**src/rtl/skti_pkg.sv**
```systemverilog
`timescale 1ns / 1ps

package skti_pkg;

	// Default number of table slots.
	localparam int DEPTH_DEFAULT = 64;

	// Cells whose match results are merged in one registered group.
	localparam int GROUP_SIZE = 32;

	localparam int KEY_W     = 64;
	localparam int STATUS_W  = 8;
	localparam int LIMIT_W   = 7;
	localparam int ADDR_W    = 4;
	localparam int PDATA_W   = 64;

	localparam logic [LIMIT_W-1:0]  LIMIT_RESET      = 7'd64;
	localparam logic [KEY_W-1:0]    AUTO_KEY_RESET   = 64'd1;
	localparam logic [STATUS_W-1:0] STATUS_SCHEDULED = 8'd1;

	// Request kinds.
	localparam logic KIND_INSERT = 1'b0;
	localparam logic KIND_FIND   = 1'b1;

	// Register indexes, taken from the eight-byte address stride.
	localparam logic REG_TABLE_LIMIT    = 1'b0;
	localparam logic REG_FIRST_AUTO_KEY = 1'b1;

	typedef enum logic [1:0] {
		OUT_OK,
		OUT_FULL,
		OUT_DUP,
		OUT_NOT_FOUND
	} outcome_t;

	typedef enum logic [2:0] {
		ST_IDLE,
		ST_PREP,
		ST_CMP,
		ST_GRP,
		ST_SEL
	} state_t;

	typedef struct packed {
		logic                kind;
		logic [KEY_W-1:0]    entry_key;
		logic [STATUS_W-1:0] entry_status;
		logic [KEY_W-1:0]    entry_origin;
		logic [KEY_W-1:0]    entry_payload;
	} req_item_t;

	typedef struct packed {
		outcome_t            outcome;
		logic [KEY_W-1:0]    result_key;
		logic [STATUS_W-1:0] result_status;
		logic [KEY_W-1:0]    result_origin;
		logic [KEY_W-1:0]    result_payload;
	} rsp_item_t;

	// Controller to datapath commands.
	typedef struct packed {
		logic latch;
		logic prep;
		logic compare;
		logic reduce;
		logic commit;
	} cmd_t;

	// Register block to datapath configuration.
	typedef struct packed {
		logic [LIMIT_W-1:0] table_limit;
		logic               nak_load;
		logic [KEY_W-1:0]   nak_value;
	} cfg_t;

endpackage

```
**src/rtl/skti_regs.sv**
```systemverilog
`timescale 1ns / 1ps

module skti_regs import skti_pkg::*; (
	input  logic               clk,
	input  logic               arst_n,
	input  logic               psel,
	input  logic               penable,
	input  logic               pwrite,
	input  logic [ADDR_W-1:0]  paddr,
	input  logic [PDATA_W-1:0] pwdata,
	output logic [PDATA_W-1:0] prdata,
	output logic               pready,
	output cfg_t               cfg
);

	logic [LIMIT_W-1:0] limit_q;
	logic [KEY_W-1:0]   first_key_q;
	logic               wr;
	logic               sel_idx;

	assign pready  = 1'b1;
	assign wr      = psel && penable && pwrite;
	assign sel_idx = paddr[ADDR_W-1];

	always_ff @(posedge clk or negedge arst_n) begin
		if (!arst_n) begin
			limit_q     <= LIMIT_RESET;
			first_key_q <= AUTO_KEY_RESET;
		end else if (wr) begin
			if (sel_idx == REG_TABLE_LIMIT) begin
				limit_q <= pwdata[LIMIT_W-1:0];
			end else begin
				first_key_q <= pwdata;
			end
		end
	end

	always_comb begin
		if (sel_idx == REG_FIRST_AUTO_KEY) begin
			prdata = first_key_q;
		end else begin
			prdata = {{(PDATA_W-LIMIT_W){1'b0}}, limit_q};
		end
	end

	assign cfg.table_limit = limit_q;
	assign cfg.nak_load    = wr && (sel_idx == REG_FIRST_AUTO_KEY);
	assign cfg.nak_value   = pwdata;

endmodule

```
**config.mk**
```make
export PLATFORM = sky130hd
export DESIGN_NAME = skti_regs
export DESIGN_NICKNAME = d
export VERILOG_FILES = /design/src/rtl/skti_pkg.sv /design/src/rtl/skti_regs.sv
export SDC_FILE = /design/constraint.sdc
export NUM_CORES = 1
export LEC_CHECK = 0
export ABC_AREA = 1
export ABC_CLOCK_PERIOD_IN_PS = 1800
export BUFFER_PORTS_ARGS = -buffer_cell sky130_fd_sc_hd__buf_2
export CAP_MARGIN = 25
export CORE_ASPECT_RATIO = 0.75
export CORE_MARGIN = 2
export CORE_UTILIZATION = 40
export DETAILED_ROUTE_END_ITERATION = 12
export GPL_ROUTABILITY_DRIVEN = 0
export PLACE_DENSITY_LB_ADDON = 0.25
export SLEW_MARGIN = 0
export SYNTH_ARGS = -nofsm -noshare
export SYNTH_HDL_FRONTEND = slang
export SYNTH_SLANG_ARGS = --single-unit
```
**constraint.sdc**
```tcl
create_clock -name clk -period 1.8 [get_ports clk]
set_input_delay 0 -clock clk [delete_from_list [all_inputs] [get_ports clk]]
set_output_delay 0 -clock clk [all_outputs]
set_load 0.02 [all_outputs]
```
==> results.py <==
metrics = {
    "status": {
        "outcome": "completed",
    },
    "drt": {
        "dr.pass1.iters": 4,
        "ant_nets": 0,
        "post_drt_wl_per_cell_um": 11.9,
        "routed-via-count": 3767,
        "drt_iter0_drc": 219,
        "wirelength_mm": 10.1,
        "drc_errors": 0,
        "avgViaCountPerCell": 4.42,
    },
    "worst_setup_path": {
        "required_ns": 1.80,
        "worstPathMaxFanout": 66,
        "critPathLaunch": "paddr[3]",
        "r2r_start": "limit_q[6]",
        "arrival_ns": 1.58,
        "start_kind": "input port",
        "path_class": "input port to output pin",
        "cp-end-kind": "output pin",
    },
    "synth": {
        "ys_top_cells_by_area": "dfrtp_1 44%, nand2_1 21%, buf_4 13%",
        "ys_seq_area_frac": 0.452,
        "synth_cells": 521,
        "postSynthAreaPerCell_um2": 7.56,
        "yosysTopAreaCell": "dfrtp_1",
        "yosys_warnings": 0,
        "synth_seq_cells": 71,
        "syn-num-nets": 594,
        "ys_types": 14,
        "synth_area_mm2": 0.00394,
        "synth_top_area_share": 0.439,
    },
    "sta": {
        "timing.slew.headroom": 0.397,
        "skew_ns": 0,
        "post-route-min-period_ns": 1.58,
        "slew_viol_final": 0,
        "setup_viol": 0,
        "max_freq_mhz": 632,
        "worst_pin_slew_ns": 0.904,
        "hold_viol": 0,
        "rsz0062_at_grt": "no",
        "finalSetupTns_ns": 0,
        "min_period_over_period": 0.878,
    },
    "clock_network": {
        "cts_setup_buffers": 0,
        "cts_resized": 0,
        "clkTransAtPathRegs_ns": 0.06,
        "cts_buffer_depth": 2,
        "cts_sinks": 71,
        "cts_hold_buf": 66,
        "cts_tree": "built",
        "htree_levels": 3,
        "root_buffer": "clkbuf_16",
        "worstSkewPairLatency_ns": 0.32,
        "cts_made_buffers": 9,
    },
    "min_path": {
        "hold_class": "input port to flip-flop",
        "hold_start": "pwrite",
    },
    "global_route": {
        "grt_max_degree": 72,
        "grt_use_met3": 0.0546,
        "grt_pass1_vias": 3627,
        "gr-usage-met1": 0.240,
        "grt-ovfl-total": 0,
        "grt_pass1_wl_mm": 16.8,
        "track_usage": 0.192,
        "antenna_found_initial": 0,
        "grt_busiest_layer": "met2",
        "met2_usage": 0.330,
    },
    "placement": {
        "dpl_cell_area_mm2": 0.00449,
        "dp_hpwl_mm": 6.20,
        "port_buffers": 205,
    },
    "floorplan": {
        "die_y_um": 89.9,
        "initial_core_util": 0.409,
        "ioPinCount": 210,
        "fp.dieW_um": 119,
        "coreArea_mm2": 0.00962,
        "die-area_mm2": 0.0107,
        "row_count": 31,
    },
    "pwr": {
        "irDropWorstVdd_mv": 0.466,
        "power_leakage_nw": 3.50,
        "pwr-share-clk": 0.326,
        "powerDensity_mw_per_mm2": 942,
        "p_sw_mw": 1.65,
        "power_frac_comb": 0.271,
        "pwr-share-seq": 0.404,
        "power_mw": 5.12,
        "p_int_mw": 3.47,
        "p_sw_frac": 0.321,
    },
    "final_layout": {
        "fillerInstances": 918,
        "drive_above_1_share": 0.319,
        "n_antenna_cell": 0,
        "post-route-cell-area_mm2": 0.00543,
        "syn_to_final_growth_pct": 38.0,
        "fin_nets": 789,
    },
    "run": {
        "max-cap-violations": 0,
    },
}
power by group through the flow:
stage          sequential (mW)  combinational [mW]  clock, mW
3_3_place_gp              2.08                1.26          0
6_report                  2.07                1.38       1.67
4_1_cts                   2.06                1.39       1.72
5_1_grt                   2.10                1.54       1.80
2_1_floorplan             2.09               0.891          0
3_5_place_dp              2.09                1.28          0
cell usage after synthesis:
library cell	n
dfstp_2	2
nand3_1	71
nand2_2	1
buf_4	66
clkbuf_1	2
buf_2	14
dfrtp_1	69
conb_1	1
buf_6	12
nor2_8	1
inv_2	1
nand4_1	2
inv_1	59
nand2_1	220
per-layer routing:
metal	vias up	wire [um]
met5	-	0
met4	0	69
met3	9	738
met2	150	4770
met1	1711	4550
li1	1897	-
sequential cells by signal, summed over array words and instances (netlist names):
name and flops:
first_key_q 64, limit_q 7
layout make-up:
cell class / instances / area, um2 / share of cell area
Clock buffer: 15 / 278 / 0.0511
Clock inverter: 1 / 5.00 / 0.000921
Inverter: 60 / 225 / 0.0415
Multi-Input combinational cell: 296 / 1220 / 0.225
Sequential cell: 71 / 1780 / 0.327
Tap cell: 132 / 165 / 0.0304
Timing Repair Buffer: 278 / 1760 / 0.323
critical path, cell delays in order:
cell	delay, ns
dlygate4sd3_1	0.53
buf_4	0.13
buf_4	0.50
nand2_1	0.13
inv_1	0.08
buf_2	0.16
cell families (layout without fill, tap and decap cells):
logic type | count (synthesis) | after routing | share of synthesized area
simple gates | 295 | 295 | 0.310
buf+inv | 154 | 354 | 0.237
flops | 71 | 71 | 0.452
other cells | 1 | 1 | 0.000953
worst paths after layout:
| path | end | slack [ns] | cells past startpoint |
|---|---|---|---|
| worst max register to register | limit_q[6] | 1.08 | 2 |
| worst min register to register | first_key_q[0] | 0.47 | 2 |
| max in group asynchronous | first_key_q[26] | 0.84 | 2 |
| worst max-delay path | prdata[46] | 0.22 | 6 |
| worst min-delay path | first_key_q[19] | 0.14 | 5 |
| min in group asynchronous | first_key_q[47] | 0.36 | 2 |
stage by stage:
stage,hold slack [ns],util,std cells,setup WS [ns]
floorplan,-0.296,-,521,0.993
global placement,0.187,0.467,771,0.715
detailed placement,0.195,0.467,771,0.719
CTS,0.134,0.565,853,0.233
global route,0.157,0.565,853,0.0984
finish,0.144,0.565,853,0.219
placed cells by master, fill, tap and decap left out, types with 3 or more instances in the layout:
cell,n
buf_2,203
buf_4,8
clkbuf_1,3
clkbuf_16,9
clkbuf_8,3
dfrtp_1,69
dlygate4sd3_1,66
inv_1,59
nand2_1,220
nand3_1,71
(Power assumes the default switching activity.)
