## src/rtl/skti_pkg.sv

```systemverilog
`timescale 1ns / 1ps

package skti_pkg;

	// Default number of table slots.
	localparam int DEPTH_DEFAULT = 64;

	// Cells whose match results are merged in one registered group.
	localparam int GROUP_SIZE = 32;

	localparam int KEY_W     = 64;
	localparam int STATUS_W  = 8;
	localparam int LIMIT_W   = 7;
	localparam int ADDR_W    = 4;
	localparam int PDATA_W   = 64;

	localparam logic [LIMIT_W-1:0]  LIMIT_RESET      = 7'd64;
	localparam logic [KEY_W-1:0]    AUTO_KEY_RESET   = 64'd1;
	localparam logic [STATUS_W-1:0] STATUS_SCHEDULED = 8'd1;

	// Request kinds.
	localparam logic KIND_INSERT = 1'b0;
	localparam logic KIND_FIND   = 1'b1;

	// Register indexes, taken from the eight-byte address stride.
	localparam logic REG_TABLE_LIMIT    = 1'b0;
	localparam logic REG_FIRST_AUTO_KEY = 1'b1;

	typedef enum logic [1:0] {
		OUT_OK,
		OUT_FULL,
		OUT_DUP,
		OUT_NOT_FOUND
	} outcome_t;

	typedef enum logic [2:0] {
		ST_IDLE,
		ST_PREP,
		ST_CMP,
		ST_GRP,
		ST_SEL
	} state_t;

	typedef struct packed {
		logic                kind;
		logic [KEY_W-1:0]    entry_key;
		logic [STATUS_W-1:0] entry_status;
		logic [KEY_W-1:0]    entry_origin;
		logic [KEY_W-1:0]    entry_payload;
	} req_item_t;

	typedef struct packed {
		outcome_t            outcome;
		logic [KEY_W-1:0]    result_key;
		logic [STATUS_W-1:0] result_status;
		logic [KEY_W-1:0]    result_origin;
		logic [KEY_W-1:0]    result_payload;
	} rsp_item_t;

	// Controller to datapath commands.
	typedef struct packed {
		logic latch;
		logic prep;
		logic compare;
		logic reduce;
		logic commit;
	} cmd_t;

	// Register block to datapath configuration.
	typedef struct packed {
		logic [LIMIT_W-1:0] table_limit;
		logic               nak_load;
		logic [KEY_W-1:0]   nak_value;
	} cfg_t;

endpackage

```

## src/rtl/skti_ctrl.sv

```systemverilog
`timescale 1ns / 1ps

module skti_ctrl import skti_pkg::*; (
	input  logic clk,
	input  logic arst_n,
	input  logic req_valid,
	output logic req_ready,
	output logic rsp_valid,
	input  logic rsp_ready,
	output cmd_t cmd
);

	state_t state_q, state_d;
	logic   rsp_valid_q;
	logic   out_free;

	assign out_free  = !rsp_valid_q || rsp_ready;
	assign rsp_valid = rsp_valid_q;

	always_ff @(posedge clk or negedge arst_n) begin
		if (!arst_n) begin
			state_q     <= ST_IDLE;
			rsp_valid_q <= 1'b0;
		end else begin
			state_q <= state_d;
			if (cmd.commit) begin
				rsp_valid_q <= 1'b1;
			end else if (rsp_ready) begin
				rsp_valid_q <= 1'b0;
			end
		end
	end

	always_comb begin
		state_d   = state_q;
		req_ready = 1'b0;
		cmd       = '0;
		case (state_q)
			ST_IDLE: begin
				req_ready = 1'b1;
				if (req_valid) begin
					cmd.latch = 1'b1;
					state_d   = ST_PREP;
				end
			end
			ST_PREP: begin
				cmd.prep = 1'b1;
				state_d  = ST_CMP;
			end
			ST_CMP: begin
				cmd.compare = 1'b1;
				state_d     = ST_GRP;
			end
			ST_GRP: begin
				cmd.reduce = 1'b1;
				state_d    = ST_SEL;
			end
			ST_SEL: begin
				// Hold here while the previous result is still waiting.
				if (out_free) begin
					cmd.commit = 1'b1;
					state_d    = ST_IDLE;
				end
			end
			default: begin
				state_d = ST_IDLE;
			end
		endcase
	end

endmodule

```

## config.mk

```make
export PLATFORM = sky130hd
export DESIGN_NAME = skti_ctrl
export DESIGN_NICKNAME = d
export VERILOG_FILES = /design/src/rtl/skti_pkg.sv /design/src/rtl/skti_ctrl.sv
export SDC_FILE = /design/constraint.sdc
export NUM_CORES = 1
export LEC_CHECK = 0
export ABC_CLOCK_PERIOD_IN_PS = 1150
export BUFFER_PORTS_ARGS = -buffer_cell sky130_fd_sc_hd__buf_2
export CAP_MARGIN = 10
export CORE_AREA = 2 2 39 41
export CTS_BUF_LIST = sky130_fd_sc_hd__clkbuf_8
export DETAILED_ROUTE_END_ITERATION = 6
export DIE_AREA = 0 0 41 43
export PLACE_DENSITY = 0.46
export SLEW_MARGIN = 40
export SYNTH_ARGS = -nofsm -noshare
export SYNTH_HDL_FRONTEND = slang
export SYNTH_SLANG_ARGS = --single-unit
```

## constraint.sdc

```tcl
create_clock -name clk -period 1.15 [get_ports clk]
set_input_delay 0.23 -clock clk [delete_from_list [all_inputs] [get_ports clk]]
set_output_delay 0.23 -clock clk [all_outputs]
set_load 0.02 [all_outputs]
```

==> impl_metrics.csv <==
group,metric,value,unit
timing,tightest_slew,149.7,ps
clocking,cts_sinks,4,
logic_synthesis,yosys-top-cells-area,"dfrtp_1 (49%), nor3b_1 (7.3%), o21bai_2 (5.5%), or3b_4 (5.5%), nor3_1 (4.9%)",
timing,max_freq,0.6808,GHz
final_layout,syn2layout_area_growth,109.1,%
final_layout,n_antenna_cell,0,
logic_synthesis,synth_commonest_cells,"dfrtp_1 (4), nor2_1 (2), nor3_1 (2), nor3b_1 (2)",
final_layout,final_cell_area,429.2,sq um
power,pwr-share-seq,18.1,%
final_layout,final_cells,54,
logic_synthesis,yosys.cell_count.top_type,"dfrtp_1",
timing,min_period,1469,ps
power,clkPwrFrac,21.9,%
placement,routabilityCongestion,0.6754,
power,p_switching,0.5108,mW
logic_synthesis,seq_area_frac_synth,48.78,%
power,power.total,1.388,mW
final_layout,final_nets,43,
worst_setup_path,setup.worst_path.class,"reg2out",
placement,dpl_cell_area,315.3,sq um
worst_setup_path,end_kind,"output pin",
routing,vias_per_cell,3.889,
floorplan,start_util,14.83,%
worst_setup_path,crit_fanout,2,
worst_hold_path,hp-class,"in2reg",
routing,post_drt_wl_per_cell,9.667,microns
worst_setup_path,worstPathArrival,1240,ps
routing,finalWirelength,522,microns
timing,drv_slew,0,
logic_synthesis,synth.avg_cell_area,10.80,sq um
clocking,cts-root-buf,"clkbuf_8",
grt,grt_pass1_vias,213,
routing,drt_pass1_iterations,2,
clocking,cts-htree-levels,1,
clocking,clk_latency,220,ps
logic_synthesis,synthFlopType,"dfrtp_1",
clocking,cts.clk_slew.worst_paths,30,ps
placement,dp_cells,48,
worst_setup_path,critPathLaunchType,"flop",
clocking,cts_tree,"yes",
timing,setup_viol,6,
logic_synthesis,synth_area,205.2,sq um
routing,drc,0,
status,outcome,"complete, but fails checks",
status,violations,"setup timing",
power,swShare,36.80,%
placement,portBuffers,10,
power,p_comb_share,60.1,%
timing,fin_tns_setup,-1348,ps
logic_synthesis,synth_nets,23,
logic_synthesis,synth_largest_area_cell,"dfrtp_1",
floorplan,dieHeight,43,microns
timing,clock_skew,5.057,ps
timing,setup_slack,-318.8,ps
floorplan,die_area,0.001763,sq mm
clocking,cts_buffers,3,
worst_setup_path,worstPathRequired,920,ps
timing,slew_headroom,89.95,%
logic_synthesis,synth_cell_types,13,
grt,grt_start_max_net_pins,7,
logic_synthesis,async_flop_share,100.0,%
power,p_leak,0.2181,nW
routing,ant_nets,0,
clocking,clk_path_buf_depth,2,
timing,hold_viol,0,
grt,gr-total-overflow,0,
timing,period_share,127.7,%
floorplan,coreArea,0.001384,sq mm
logic_synthesis,synth_cells,19,
logic_synthesis,yosysTopAreaCellShare,48.78,%
floorplan,rows,14,
timing,grt_setup_unrepaired,"true",
logic_synthesis,synth_edf_count,0,
grt,grtUsageTotal,7.972,%
floorplan,num_io_pins,11,
power,peakVddDrop,1208,uV
power,intPower,0.8770,mW
floorplan,die_x,41,microns
grt,grt_antenna_before_repair,0,
grt,grt_pass1_wl,869,microns
logic_synthesis,ys_ff_latch,4,
routing,drt_iter0_drc,3,
final_layout,layout-drive-gt1-share,71.05,%
routing,vias,210,
flow_run,maxCapViolCount,0,
power,powerDensity,3234,mW/mm^2
placement,post-dp-hpwl,330,microns
logic_synthesis,ys_warn_count,0,
state kept, by name (all words and copies together), names as in the netlist:
name	count
rsp_valid	1
state_q	3
cell families (layout without fill, tap and decap cells):
| kind of cell | count (synthesis) | count (layout) | synth area share (%) |
|---|---|---|---|
| AND/OR/NAND/NOR | 12 | 12 | 37.81 |
| AO/OA/AOI/OAI | 1 | 1 | 5.487 |
| flip-flops | 4 | 4 | 48.78 |
| buffers and inverters | 1 | 20 | 3.660 |
| XOR/XNOR | 1 | 1 | 4.269 |
per-stage QoR:
step                utilization [%]  setup WS, ps  hold WS [ps]
CTS                           29.84        -322.0         276.0
global route                  31.01        -364.4         317.7
global placement              22.78        -123.3         43.88
finish                        31.01        -318.8         281.6
floorplan                         -        -120.0        -65.59
detailed placement            22.78        -127.8         41.22
path summary, 6_finish.rpt:
path	cells past startpoint	end	startpoint	slack, ps
max	3	cmd[0]	state_q[1]	-320
min	3	state_q[0]	req_valid	280
max reg2reg	3	state_q[2]	state_q[1]	40
min reg2reg	2	rsp_valid	rsp_valid	550
max in group asynchronous	2	state_q[1]	arst_n	680
min in group asynchronous	2	state_q[1]	arst_n	340
worst max-delay path: stages, from the launching register on:
cell	delay, ps
dfrtp_2	400
or3b_4	390
nor2b_4	120
buf_6	110
power by group through the flow:
stage / clock network [mW] / registers (mW) / logic, mW
6_report: 0.304 / 0.251 / 0.834
5_1_grt: 0.331 / 0.260 / 0.903
4_1_cts: 0.317 / 0.250 / 0.792
3_5_place_dp: 0 / 0.246 / 0.657
3_3_place_gp: 0 / 0.245 / 0.656
2_1_floorplan: 0 / 0.332 / 0.358
routing by layer:
| layer | GRT usage (%) | up-vias | part of all wire, % |
|---|---|---|---|
| met5 | 0 | - | 0 |
| met4 | 6.000 | 0 | 1.9 |
| met3 | 6.283 | 2 | 11 |
| met2 | 10.00 | 13 | 43 |
| met1 | 8.497 | 95 | 43 |
| li1 | - | 100 | - |
area by class of cell:
| cell class | count | area, sq um |
|---|---|---|
| Timing Repair Buffer | 16 | 135.1 |
| Clock inverter | 1 | 3.754 |
| Fill cell | 151 | 954.7 |
| Clock buffer | 3 | 41.29 |
| Tap cell | 16 | 20.02 |
| Multi-Input combinational cell | 14 | 127.6 |
| Sequential cell | 4 | 101.3 |
placed cells by master (no fill, tap or decap), types with 2 or more instances in the layout:
cell type  netlist  final
clkbuf_8         0      3
nor3b_2          0      2
buf_2            0      4
dfrtp_1          4      3
buf_4            1      5
buf_6            0      6
nor2_1           2      2
what timing repair did:
| item | CTS | global route |
|---|---|---|
| endpoints found under the setup margin | 6 | 6 |
| pin swaps | 3 | 2 |
| hold buffers | 1 | 0 |
| endpoints found under the hold margin | 4 | 0 |
| setup buffers | 0 | 1 |
| gates resized for setup | 13 | 3 |
No activity file was read; power rests on OpenSTA's default activity.
